==> src/sv/bsfr_pkg.sv <==
// Shared types, codes and constants of the byte-stuffing frame receiver.
package bsfr_pkg;

    localparam int COUNTER_WIDTH_DEFAULT = 32;

    localparam int PAYLOAD_LEN = 6;
    localparam int CNT_NUM     = 7;

    localparam logic [7:0] HDR_BYTE = 8'hAA;
    localparam logic [7:0] ESC_BYTE = 8'hAB;
    localparam logic [7:0] ESC_HDR  = 8'h01;
    localparam logic [7:0] ESC_ESC  = 8'h02;

    // request commands
    localparam logic [2:0] CMD_RECV  = 3'd0;
    localparam logic [2:0] CMD_TICK  = 3'd1;
    localparam logic [2:0] CMD_TAKE  = 3'd2;
    localparam logic [2:0] CMD_READ  = 3'd3;
    localparam logic [2:0] CMD_CLEAR = 3'd4;

    // statistics counter indexes
    localparam logic [2:0] CNT_BYTES   = 3'd0;
    localparam logic [2:0] CNT_DROP    = 3'd1;
    localparam logic [2:0] CNT_CHK     = 3'd2;
    localparam logic [2:0] CNT_RANGE   = 3'd3;
    localparam logic [2:0] CNT_TIMEOUT = 3'd4;
    localparam logic [2:0] CNT_ESC     = 3'd5;
    localparam logic [2:0] CNT_GOOD    = 3'd6;

    // frame status codes
    localparam logic [1:0] ST_VALID   = 2'd0;
    localparam logic [1:0] ST_NO_DATA = 2'd1;
    localparam logic [1:0] ST_CHK     = 2'd2;
    localparam logic [1:0] ST_RANGE   = 2'd3;

    // configuration register indexes
    localparam logic [1:0] CFG_SOC_LIMIT  = 2'd0;
    localparam logic [1:0] CFG_TEMP_LIMIT = 2'd1;
    localparam logic [1:0] CFG_RPM_LIMIT  = 2'd2;
    localparam logic [1:0] CFG_TIMEOUT    = 2'd3;

    localparam logic [7:0]  SOC_LIMIT_RST  = 8'd100;
    localparam logic [7:0]  TEMP_LIMIT_RST = 8'd60;
    localparam logic [15:0] RPM_LIMIT_RST  = 16'd10000;
    localparam logic [31:0] TIMEOUT_RST    = 32'd100;

    typedef enum logic [1:0] {
        MODE_IDLE    = 2'd0,
        MODE_PAYLOAD = 2'd1,
        MODE_ESC     = 2'd2
    } t_rx_mode;

endpackage

==> src/sv/byte_stuffing_frame_receiver.sv <==
// Byte-stuffing frame receiver: deframer, checksum/range check and statistics.
// Usage:
//   Requests enter on i_valid/o_stall with i_cmd and its operands: receive a
//   line byte, a millisecond tick, take the held frame, read a statistics
//   counter or clear all counters. Every request yields exactly one result on
//   o_valid/i_stall carrying the frame status, the decoded telemetry fields,
//   the selected counter value, the frame-pending flag and the decoder mode.
//   Configuration (limits, partial frame timeout) is written on the separate
//   i_cfg_valid/o_cfg_ready port, which is always ready; write it only while
//   no request is in flight.
// Timing:
//   A request is captured in an input register, processed by one short layer
//   of logic (five-byte XOR, three limit compares, 32-bit elapsed-time compare)
//   and its result lands in the output register; one request per cycle is
//   sustained while i_stall stays low.
// Stall:
//   While i_stall holds a pending result, the next request advances into the
//   input register and then o_stall rises; nothing is lost or reordered.
// Reset:
//   i_rst_n low (synchronous) empties both registers, returns the decoder to
//   idle, drops any held frame, clears counters and loads reset limits.
module byte_stuffing_frame_receiver #(
    parameter int COUNTER_WIDTH = bsfr_pkg::COUNTER_WIDTH_DEFAULT
) (
    input  logic        i_clk,
    input  logic        i_rst_n,
    // request channel
    input  logic        i_valid,
    output logic        o_stall,
    input  logic [2:0]  i_cmd,
    input  logic [7:0]  i_data_byte,
    input  logic [31:0] i_current_time,
    input  logic [2:0]  i_counter_select,
    // result channel
    output logic        o_valid,
    input  logic        i_stall,
    output logic [1:0]  o_frame_status,
    output logic [7:0]  o_speed,
    output logic [7:0]  o_soc,
    output logic [7:0]  o_pack_temp,
    output logic [15:0] o_drive_rpm,
    output logic        o_frame_pending,
    output logic [31:0] o_counter_value,
    output logic [1:0]  o_decoder_mode,
    // configuration write channel
    input  logic        i_cfg_valid,
    output logic        o_cfg_ready,
    input  logic [1:0]  i_cfg_index,
    input  logic [31:0] i_cfg_data
);

    localparam int PLEN = bsfr_pkg::PAYLOAD_LEN;
    localparam int CNUM = bsfr_pkg::CNT_NUM;
    localparam logic [COUNTER_WIDTH-1:0] CNT_ONE = {{(COUNTER_WIDTH-1){1'b0}}, 1'b1};

    // configuration registers
    logic [7:0]  r_soc_limit;
    logic [7:0]  r_temp_limit;
    logic [15:0] r_rpm_limit;
    logic [31:0] r_timeout;

    // input register
    logic        r_in_valid;
    logic [2:0]  r_in_cmd;
    logic [7:0]  r_in_byte;
    logic [31:0] r_in_time;
    logic [2:0]  r_in_sel;

    // decoder state
    bsfr_pkg::t_rx_mode r_mode, n_mode;
    logic [2:0]  r_count, n_count;
    logic [7:0]  r_partial [PLEN];
    logic [7:0]  n_partial [PLEN];
    logic [7:0]  r_held [PLEN];
    logic [7:0]  n_held [PLEN];
    logic        r_frame_held, n_frame_held;
    logic [31:0] r_last_time, n_last_time;
    logic [COUNTER_WIDTH-1:0] r_cnt [CNUM];
    logic [COUNTER_WIDTH-1:0] n_cnt [CNUM];

    // result register
    logic        r_out_valid;
    logic [1:0]  r_status, n_status;
    logic [7:0]  r_speed, n_speed;
    logic [7:0]  r_soc, n_soc;
    logic [7:0]  r_temp, n_temp;
    logic [15:0] r_rpm, n_rpm;
    logic        r_ready_flag, n_ready_flag;
    logic [31:0] r_cval, n_cval;
    logic [1:0]  r_mode_out, n_mode_out;

    // working signals
    logic        advance;
    logic        w_store;
    logic [7:0]  w_store_byte;
    logic [7:0]  w_chk;
    logic [31:0] w_elapsed;
    logic [15:0] w_rpm;
    logic [31:0] w_cnt_low;

    // Move the captured request into the result register when that register
    // is empty or its result is being taken this cycle.
    assign advance = r_in_valid && (!r_out_valid || !i_stall);
    assign o_stall = r_in_valid && !advance;
    assign o_cfg_ready = 1'b1;

    assign o_valid         = r_out_valid;
    assign o_frame_status  = r_status;
    assign o_speed         = r_speed;
    assign o_soc           = r_soc;
    assign o_pack_temp     = r_temp;
    assign o_drive_rpm     = r_rpm;
    assign o_frame_pending = r_ready_flag;
    assign o_counter_value = r_cval;
    assign o_decoder_mode  = r_mode_out;

    // Configuration writes; indexes past the list have no register.
    always_ff @(posedge i_clk) begin
        if (!i_rst_n) begin
            r_soc_limit  <= bsfr_pkg::SOC_LIMIT_RST;
            r_temp_limit <= bsfr_pkg::TEMP_LIMIT_RST;
            r_rpm_limit  <= bsfr_pkg::RPM_LIMIT_RST;
            r_timeout    <= bsfr_pkg::TIMEOUT_RST;
        end else if (i_cfg_valid && o_cfg_ready) begin
            unique case (i_cfg_index)
                bsfr_pkg::CFG_SOC_LIMIT:  r_soc_limit  <= i_cfg_data[7:0];
                bsfr_pkg::CFG_TEMP_LIMIT: r_temp_limit <= i_cfg_data[7:0];
                bsfr_pkg::CFG_RPM_LIMIT:  r_rpm_limit  <= i_cfg_data[15:0];
                bsfr_pkg::CFG_TIMEOUT:    r_timeout    <= i_cfg_data;
                default: ;
            endcase
        end
    end

    // Input register: capture a request whenever the slot is free or draining.
    always_ff @(posedge i_clk) begin
        if (!i_rst_n) begin
            r_in_valid <= 1'b0;
        end else if (i_valid && !o_stall) begin
            r_in_valid <= 1'b1;
        end else if (advance) begin
            r_in_valid <= 1'b0;
        end
    end

    always_ff @(posedge i_clk) begin
        if (i_valid && !o_stall) begin
            r_in_cmd  <= i_cmd;
            r_in_byte <= i_data_byte;
            r_in_time <= i_current_time;
            r_in_sel  <= i_counter_select;
        end
    end

    // Control state: mode, fill count, held flag, time reference, counters.
    always_ff @(posedge i_clk) begin
        if (!i_rst_n) begin
            r_mode       <= bsfr_pkg::MODE_IDLE;
            r_count      <= '0;
            r_frame_held <= 1'b0;
            r_last_time  <= '0;
            for (int i = 0; i < CNUM; i++) begin
                r_cnt[i] <= '0;
            end
        end else if (advance) begin
            r_mode       <= n_mode;
            r_count      <= n_count;
            r_frame_held <= n_frame_held;
            r_last_time  <= n_last_time;
            for (int i = 0; i < CNUM; i++) begin
                r_cnt[i] <= n_cnt[i];
            end
        end
    end

    // Payload bytes: valid only once written, guarded by the fill count and
    // the held flag, so no reset.
    always_ff @(posedge i_clk) begin
        if (advance) begin
            for (int i = 0; i < PLEN; i++) begin
                r_partial[i] <= n_partial[i];
                r_held[i]    <= n_held[i];
            end
        end
    end

    // Result register: hold while the consumer stalls.
    always_ff @(posedge i_clk) begin
        if (!i_rst_n) begin
            r_out_valid <= 1'b0;
        end else if (advance) begin
            r_out_valid <= 1'b1;
        end else if (!i_stall) begin
            r_out_valid <= 1'b0;
        end
    end

    always_ff @(posedge i_clk) begin
        if (advance) begin
            r_status     <= n_status;
            r_speed      <= n_speed;
            r_soc        <= n_soc;
            r_temp       <= n_temp;
            r_rpm        <= n_rpm;
            r_ready_flag <= n_ready_flag;
            r_cval       <= n_cval;
            r_mode_out   <= n_mode_out;
        end
    end

    // Frame checksum over held bytes 0..4, header included.
    always_comb begin
        w_chk = bsfr_pkg::HDR_BYTE;
        for (int i = 0; i < PLEN - 1; i++) begin
            w_chk = w_chk ^ r_held[i];
        end
    end

    assign w_elapsed = r_in_time - r_last_time;
    assign w_rpm     = {r_held[3], r_held[4]};
    assign w_cnt_low = 32'(r_cnt[r_in_sel]);

    // Next state and result for the captured request.
    always_comb begin
        n_mode       = r_mode;
        n_count      = r_count;
        n_frame_held = r_frame_held;
        n_last_time  = r_last_time;
        for (int i = 0; i < CNUM; i++) begin
            n_cnt[i] = r_cnt[i];
        end
        for (int i = 0; i < PLEN; i++) begin
            n_partial[i] = r_partial[i];
            n_held[i]    = r_held[i];
        end
        n_status     = bsfr_pkg::ST_VALID;
        n_speed      = '0;
        n_soc        = '0;
        n_temp       = '0;
        n_rpm        = '0;
        n_cval       = '0;
        w_store      = 1'b0;
        w_store_byte = r_in_byte;

        unique case (r_in_cmd)
            bsfr_pkg::CMD_RECV: begin
                n_cnt[bsfr_pkg::CNT_BYTES] = r_cnt[bsfr_pkg::CNT_BYTES] + CNT_ONE;
                unique case (r_mode)
                    bsfr_pkg::MODE_IDLE: begin
                        if (r_in_byte == bsfr_pkg::HDR_BYTE) begin
                            n_count = '0;
                            n_mode  = bsfr_pkg::MODE_PAYLOAD;
                        end
                    end
                    bsfr_pkg::MODE_PAYLOAD: begin
                        if (r_in_byte == bsfr_pkg::HDR_BYTE) begin
                            n_count = '0;
                        end else if (r_in_byte == bsfr_pkg::ESC_BYTE) begin
                            n_mode = bsfr_pkg::MODE_ESC;
                        end else begin
                            w_store = 1'b1;
                        end
                    end
                    bsfr_pkg::MODE_ESC: begin
                        if (r_in_byte == bsfr_pkg::ESC_HDR ||
                            r_in_byte == bsfr_pkg::ESC_ESC) begin
                            n_mode       = bsfr_pkg::MODE_PAYLOAD;
                            w_store      = 1'b1;
                            w_store_byte = (r_in_byte == bsfr_pkg::ESC_HDR) ?
                                           bsfr_pkg::HDR_BYTE : bsfr_pkg::ESC_BYTE;
                        end else begin
                            // stuffing error: drop the frame
                            n_cnt[bsfr_pkg::CNT_ESC] = r_cnt[bsfr_pkg::CNT_ESC] + CNT_ONE;
                            n_mode = bsfr_pkg::MODE_IDLE;
                        end
                    end
                    default: n_mode = bsfr_pkg::MODE_IDLE;
                endcase

                if (w_store && (r_count < 3'(PLEN))) begin
                    n_partial[r_count] = w_store_byte;
                    n_count            = r_count + 3'd1;
                    if (r_count == 3'(PLEN - 1)) begin
                        // last payload byte: hold the frame or count a drop
                        if (!r_frame_held) begin
                            for (int i = 0; i < PLEN - 1; i++) begin
                                n_held[i] = r_partial[i];
                            end
                            n_held[PLEN-1] = w_store_byte;
                            n_frame_held   = 1'b1;
                        end else begin
                            n_cnt[bsfr_pkg::CNT_DROP] = r_cnt[bsfr_pkg::CNT_DROP] + CNT_ONE;
                        end
                        n_mode = bsfr_pkg::MODE_IDLE;
                    end
                end
            end
            bsfr_pkg::CMD_TICK: begin
                if (r_mode == bsfr_pkg::MODE_IDLE) begin
                    n_last_time = r_in_time;
                end else if (w_elapsed >= r_timeout) begin
                    // abandon the partial frame and restart the time reference
                    n_mode      = bsfr_pkg::MODE_IDLE;
                    n_count     = '0;
                    n_last_time = r_in_time;
                    n_cnt[bsfr_pkg::CNT_TIMEOUT] = r_cnt[bsfr_pkg::CNT_TIMEOUT] + CNT_ONE;
                end
            end
            bsfr_pkg::CMD_TAKE: begin
                if (!r_frame_held) begin
                    n_status = bsfr_pkg::ST_NO_DATA;
                end else begin
                    n_frame_held = 1'b0;
                    if (w_chk != r_held[PLEN-1]) begin
                        n_cnt[bsfr_pkg::CNT_CHK] = r_cnt[bsfr_pkg::CNT_CHK] + CNT_ONE;
                        n_status = bsfr_pkg::ST_CHK;
                    end else begin
                        n_speed = r_held[0];
                        n_soc   = r_held[1];
                        n_temp  = r_held[2];
                        n_rpm   = w_rpm;
                        if (r_held[1] > r_soc_limit || r_held[2] > r_temp_limit ||
                            w_rpm > r_rpm_limit) begin
                            n_cnt[bsfr_pkg::CNT_RANGE] = r_cnt[bsfr_pkg::CNT_RANGE] + CNT_ONE;
                            n_status = bsfr_pkg::ST_RANGE;
                        end else begin
                            n_cnt[bsfr_pkg::CNT_GOOD] = r_cnt[bsfr_pkg::CNT_GOOD] + CNT_ONE;
                            n_status = bsfr_pkg::ST_VALID;
                        end
                    end
                end
            end
            bsfr_pkg::CMD_READ: begin
                if (r_in_sel < 3'(CNUM)) begin
                    n_cval = w_cnt_low;
                end
            end
            bsfr_pkg::CMD_CLEAR: begin
                for (int i = 0; i < CNUM; i++) begin
                    n_cnt[i] = '0;
                end
            end
            default: ;
        endcase

        n_ready_flag = n_frame_held;
        n_mode_out   = n_mode;
    end

endmodule

==> config.mk <==
export PLATFORM = sky130hd
export DESIGN_NAME = byte_stuffing_frame_receiver
export DESIGN_NICKNAME = d
export VERILOG_FILES = /design/src/sv/bsfr_pkg.sv /design/src/sv/byte_stuffing_frame_receiver.sv
export SDC_FILE = /design/constraint.sdc
export NUM_CORES = 1
export LEC_CHECK = 0
export ABC_AREA = 1
export BUFFER_PORTS_ARGS = -buffer_cell sky130_fd_sc_hd__buf_2
export CAP_MARGIN = 0
export CORE_MARGIN = 2
export CORE_UTILIZATION = 55
export CTS_BUF_LIST = sky130_fd_sc_hd__clkbuf_16
export DETAILED_ROUTE_END_ITERATION = 12
export PLACE_DENSITY = 0.7
export SLEW_MARGIN = 20
export SYNTH_ARGS = -nofsm -noshare
export SYNTH_HDL_FRONTEND = slang
export SYNTH_SLANG_ARGS = --single-unit
==> constraint.sdc <==
create_clock -name i_clk -period 28.5 [get_ports i_clk]
set_clock_uncertainty 0.15 [all_clocks]
set_input_delay 5.7 -clock i_clk [delete_from_list [all_inputs] [get_ports i_clk]]
set_output_delay 5.7 -clock i_clk [all_outputs]
set_load 0.005 [all_outputs]
==> impl_metrics.toml <==
[outcome]
status = "completed"

[clock_network]
clock_latency_ps = 650
cts_root_buf = "clkbuf_16"
clock_path_buffers = 3
cts_sinks = 539
cts_setup_buffers = 0
ctsHoldBuffers = 0
cts_tree = "done"
cts_max_level = 2
cts_buffers = 56
clkSlewWorstSetupHoldPaths_ps = 60
cts_resized = 0

[power]
p_leak_nw = 13.2
powerDensity_nw_per_um2 = 56.3
max-vdd-ir-drop_mv = 0.0551

[sta]
fin_setup_tns_ps = 0
slew_violations = 0
worst_hold_slack_ps = 268
fin_crit_sh_pct = 42.0
relSlewSlack_pct = 31.8
setup_violations = 0
period_needed_ps = 11970
fmax_mhz = 83.5
worst_pin_slew_ps = 1010
hold_violations = 0
rsz0062_at_grt = "no"

[layout]
final_cell_mix = "587 x nand2_1, 464 x inv_1, 435 x edfxtp_1"
final_nets = 3743
finish.utilization_pct = 61.7
seqCellArea_um2 = 15100
layout_commonest_cell = "nand2_1"
multi_input_area_um2 = 12300
fill_cells = 4545
syn2layout_area_growth_pct = 11.5
stdcell_count = 4295
layout-drive-gt1-share_pct = 10.8

[yosys]
yosys_most_used_dff = "edfxtp_1"
synthSimpleGateAreaFrac_pct = 21.2
synth-xor-area-share_pct = 3.22
syn_avg_cell_area_um2 = 8.70
synth-edff-count = 435
synth_top_family_by_area = "simple AND/OR/NAND/NOR gates"
ys_ff_latch = 539
synthMuxAreaShare_pct = 0
synth-compound-area-share_pct = 12.3
yosys_warnings = 0
synthArstFlopShare_pct = 0
synth_fa_ha_area_share_pct = 4.63
syn-instance-count = 3405
synth_fp_nets = 3599
synth-seq-area-share_pct = 51.1
syn_area_um2 = 29600
synth_cell_types = 59

[global_routing]
grt_usage_pct = 26.2
grt_start_max_net_pins = 99
antenna_found_initial = 3
grt_use_met2_pct = 42.5
met3_usage_pct = 2.75
grt_pass1_vias = 22700
top_usage_layer = "met2"
grt_pass1_wl_um = 117000
use_met1_pct = 37.1
grt_overflow = 0

[routing]
final_antenna_net_count = 0
via_per_inst = 5.61
vias = 24100
drt-total-wl_um = 73800
drc = 0
routedWlPerCell_um = 17.2
first_iter_violations = 2099
drtPass1Iterations = 6

[die]
num_rows = 85
core_area_um2 = 53500
die_x_um = 236
start_util_pct = 55.4
dieHeight_um = 236
fp.dieArea_um2 = 55700
io_pins = 165

[place]
hpwl_um = 53700
routabilityCongestion = 0.925
dp.cells = 4185
port_buffers = 163

[setup_path]
critical_path.max_fanout = 3
r2r_slack_ps = 23700
critPathKind = "in -> out"
worstPathArrival_ps = 6120
cp-end-kind = "output pin"
cp.required_ps = 22650
startpoint_type = "input port"

[hold_path]
hp-class = "reg -> reg"

[run]
maxCapViolations = 0
-- flip-flops by register name, indices dropped and copies added (netlist names), 16 cells and up --
name             count
r_cnt              224
r_partial           40
r_rpm_limit         16
r_timeout           32
o_drive_rpm         16
r_in_time           32
r_held              48
o_counter_value     32
r_last_time         32
-- cell usage after synthesis, drive strengths merged (4+ instances only) --
cell type | n | area share [%]
buf | 29 | 0.52
o211ai | 31 | 0.79
a41oi | 4 | 0.12
dfxtp | 104 | 7.0
nand4 | 58 | 1.2
nand2 | 596 | 7.6
clkbuf | 73 | 0.93
o21a | 17 | 0.43
or2 | 14 | 0.30
edfxtp | 435 | 44
xnor2 | 46 | 1.4
inv | 476 | 6.0
o21ai | 266 | 4.5
nor3b | 43 | 1.5
xor2 | 63 | 1.9
and3 | 5 | 0.11
ha | 108 | 4.6
o21bai | 5 | 0.13
nor2 | 423 | 5.6
a21o | 6 | 0.15
nand3 | 102 | 1.9
a21oi | 317 | 5.4
nor3 | 130 | 2.5
a31oi | 13 | 0.30
nor4 | 13 | 0.30
-- through the flow --
step	power, mW	setup WS, ps	instance area, um^2
after floorplan	1.07	14660	29600
after global placement	1.13	16500	31100
after detailed placement	1.14	16540	31100
after CTS	1.87	16530	33000
after global routing	1.93	16470	33000
final	1.86	16530	33000
-- final cells by class --
type	instances	share of cell area, %
diodes	3	0.0227
clock buffers	56	4.24
clock inverters	49	1.31
inverters	477	5.43
multi-input cells	2287	37.3
flip-flops and latches	539	45.9
well taps	696	2.64
repair buffers	188	3.22
-- worst max-delay path: stages --
cell and delay, ps:
buf_2 80, nand2_1 90, nor2_1 130, buf_2 130
-- per-layer routing --
metal,up-vias,share of wire (%)
met5,-,0
met4,0,2.7
met3,132,6.1
met2,790,46
met1,11400,45
li1,11800,-
-- where the power goes --
group	switching, mW	internal, mW	total [mW]	leakage, nW
Sequential	0.0316	0.894	0.925	5.07
Clock	0.322	0.406	0.729	0.898
Combinational	0.138	0.0676	0.206	7.27
-- path summary, 6_finish.rpt --
path / end / depth (start not counted) / from
hold reg to reg: r_held[4][7]$_DFFE_PP_ / 0 / r_partial[4][7]$_DFFE_PP_
setup reg to reg: r_cnt[4][21]$_SDFFCE_PN0P_ / 23 / r_in_time[0]$_DFFE_PP_
setup / recovery: o_stall / 4 / i_stall
hold / removal: r_held[4][7]$_DFFE_PP_ / 0 / r_partial[4][7]$_DFFE_PP_
-- logic make-up (layout without fill, tap and decap cells) --
group | count (synthesis) | in the layout
other cells | 1 | 4
fa+ha+maj | 109 | 109
simple gates | 1392 | 1392
xor+xnor | 109 | 109
buf+inv | 579 | 770
compound gates | 676 | 676
flops | 539 | 539
Note: power is estimated with default switching activity, not from simulation.
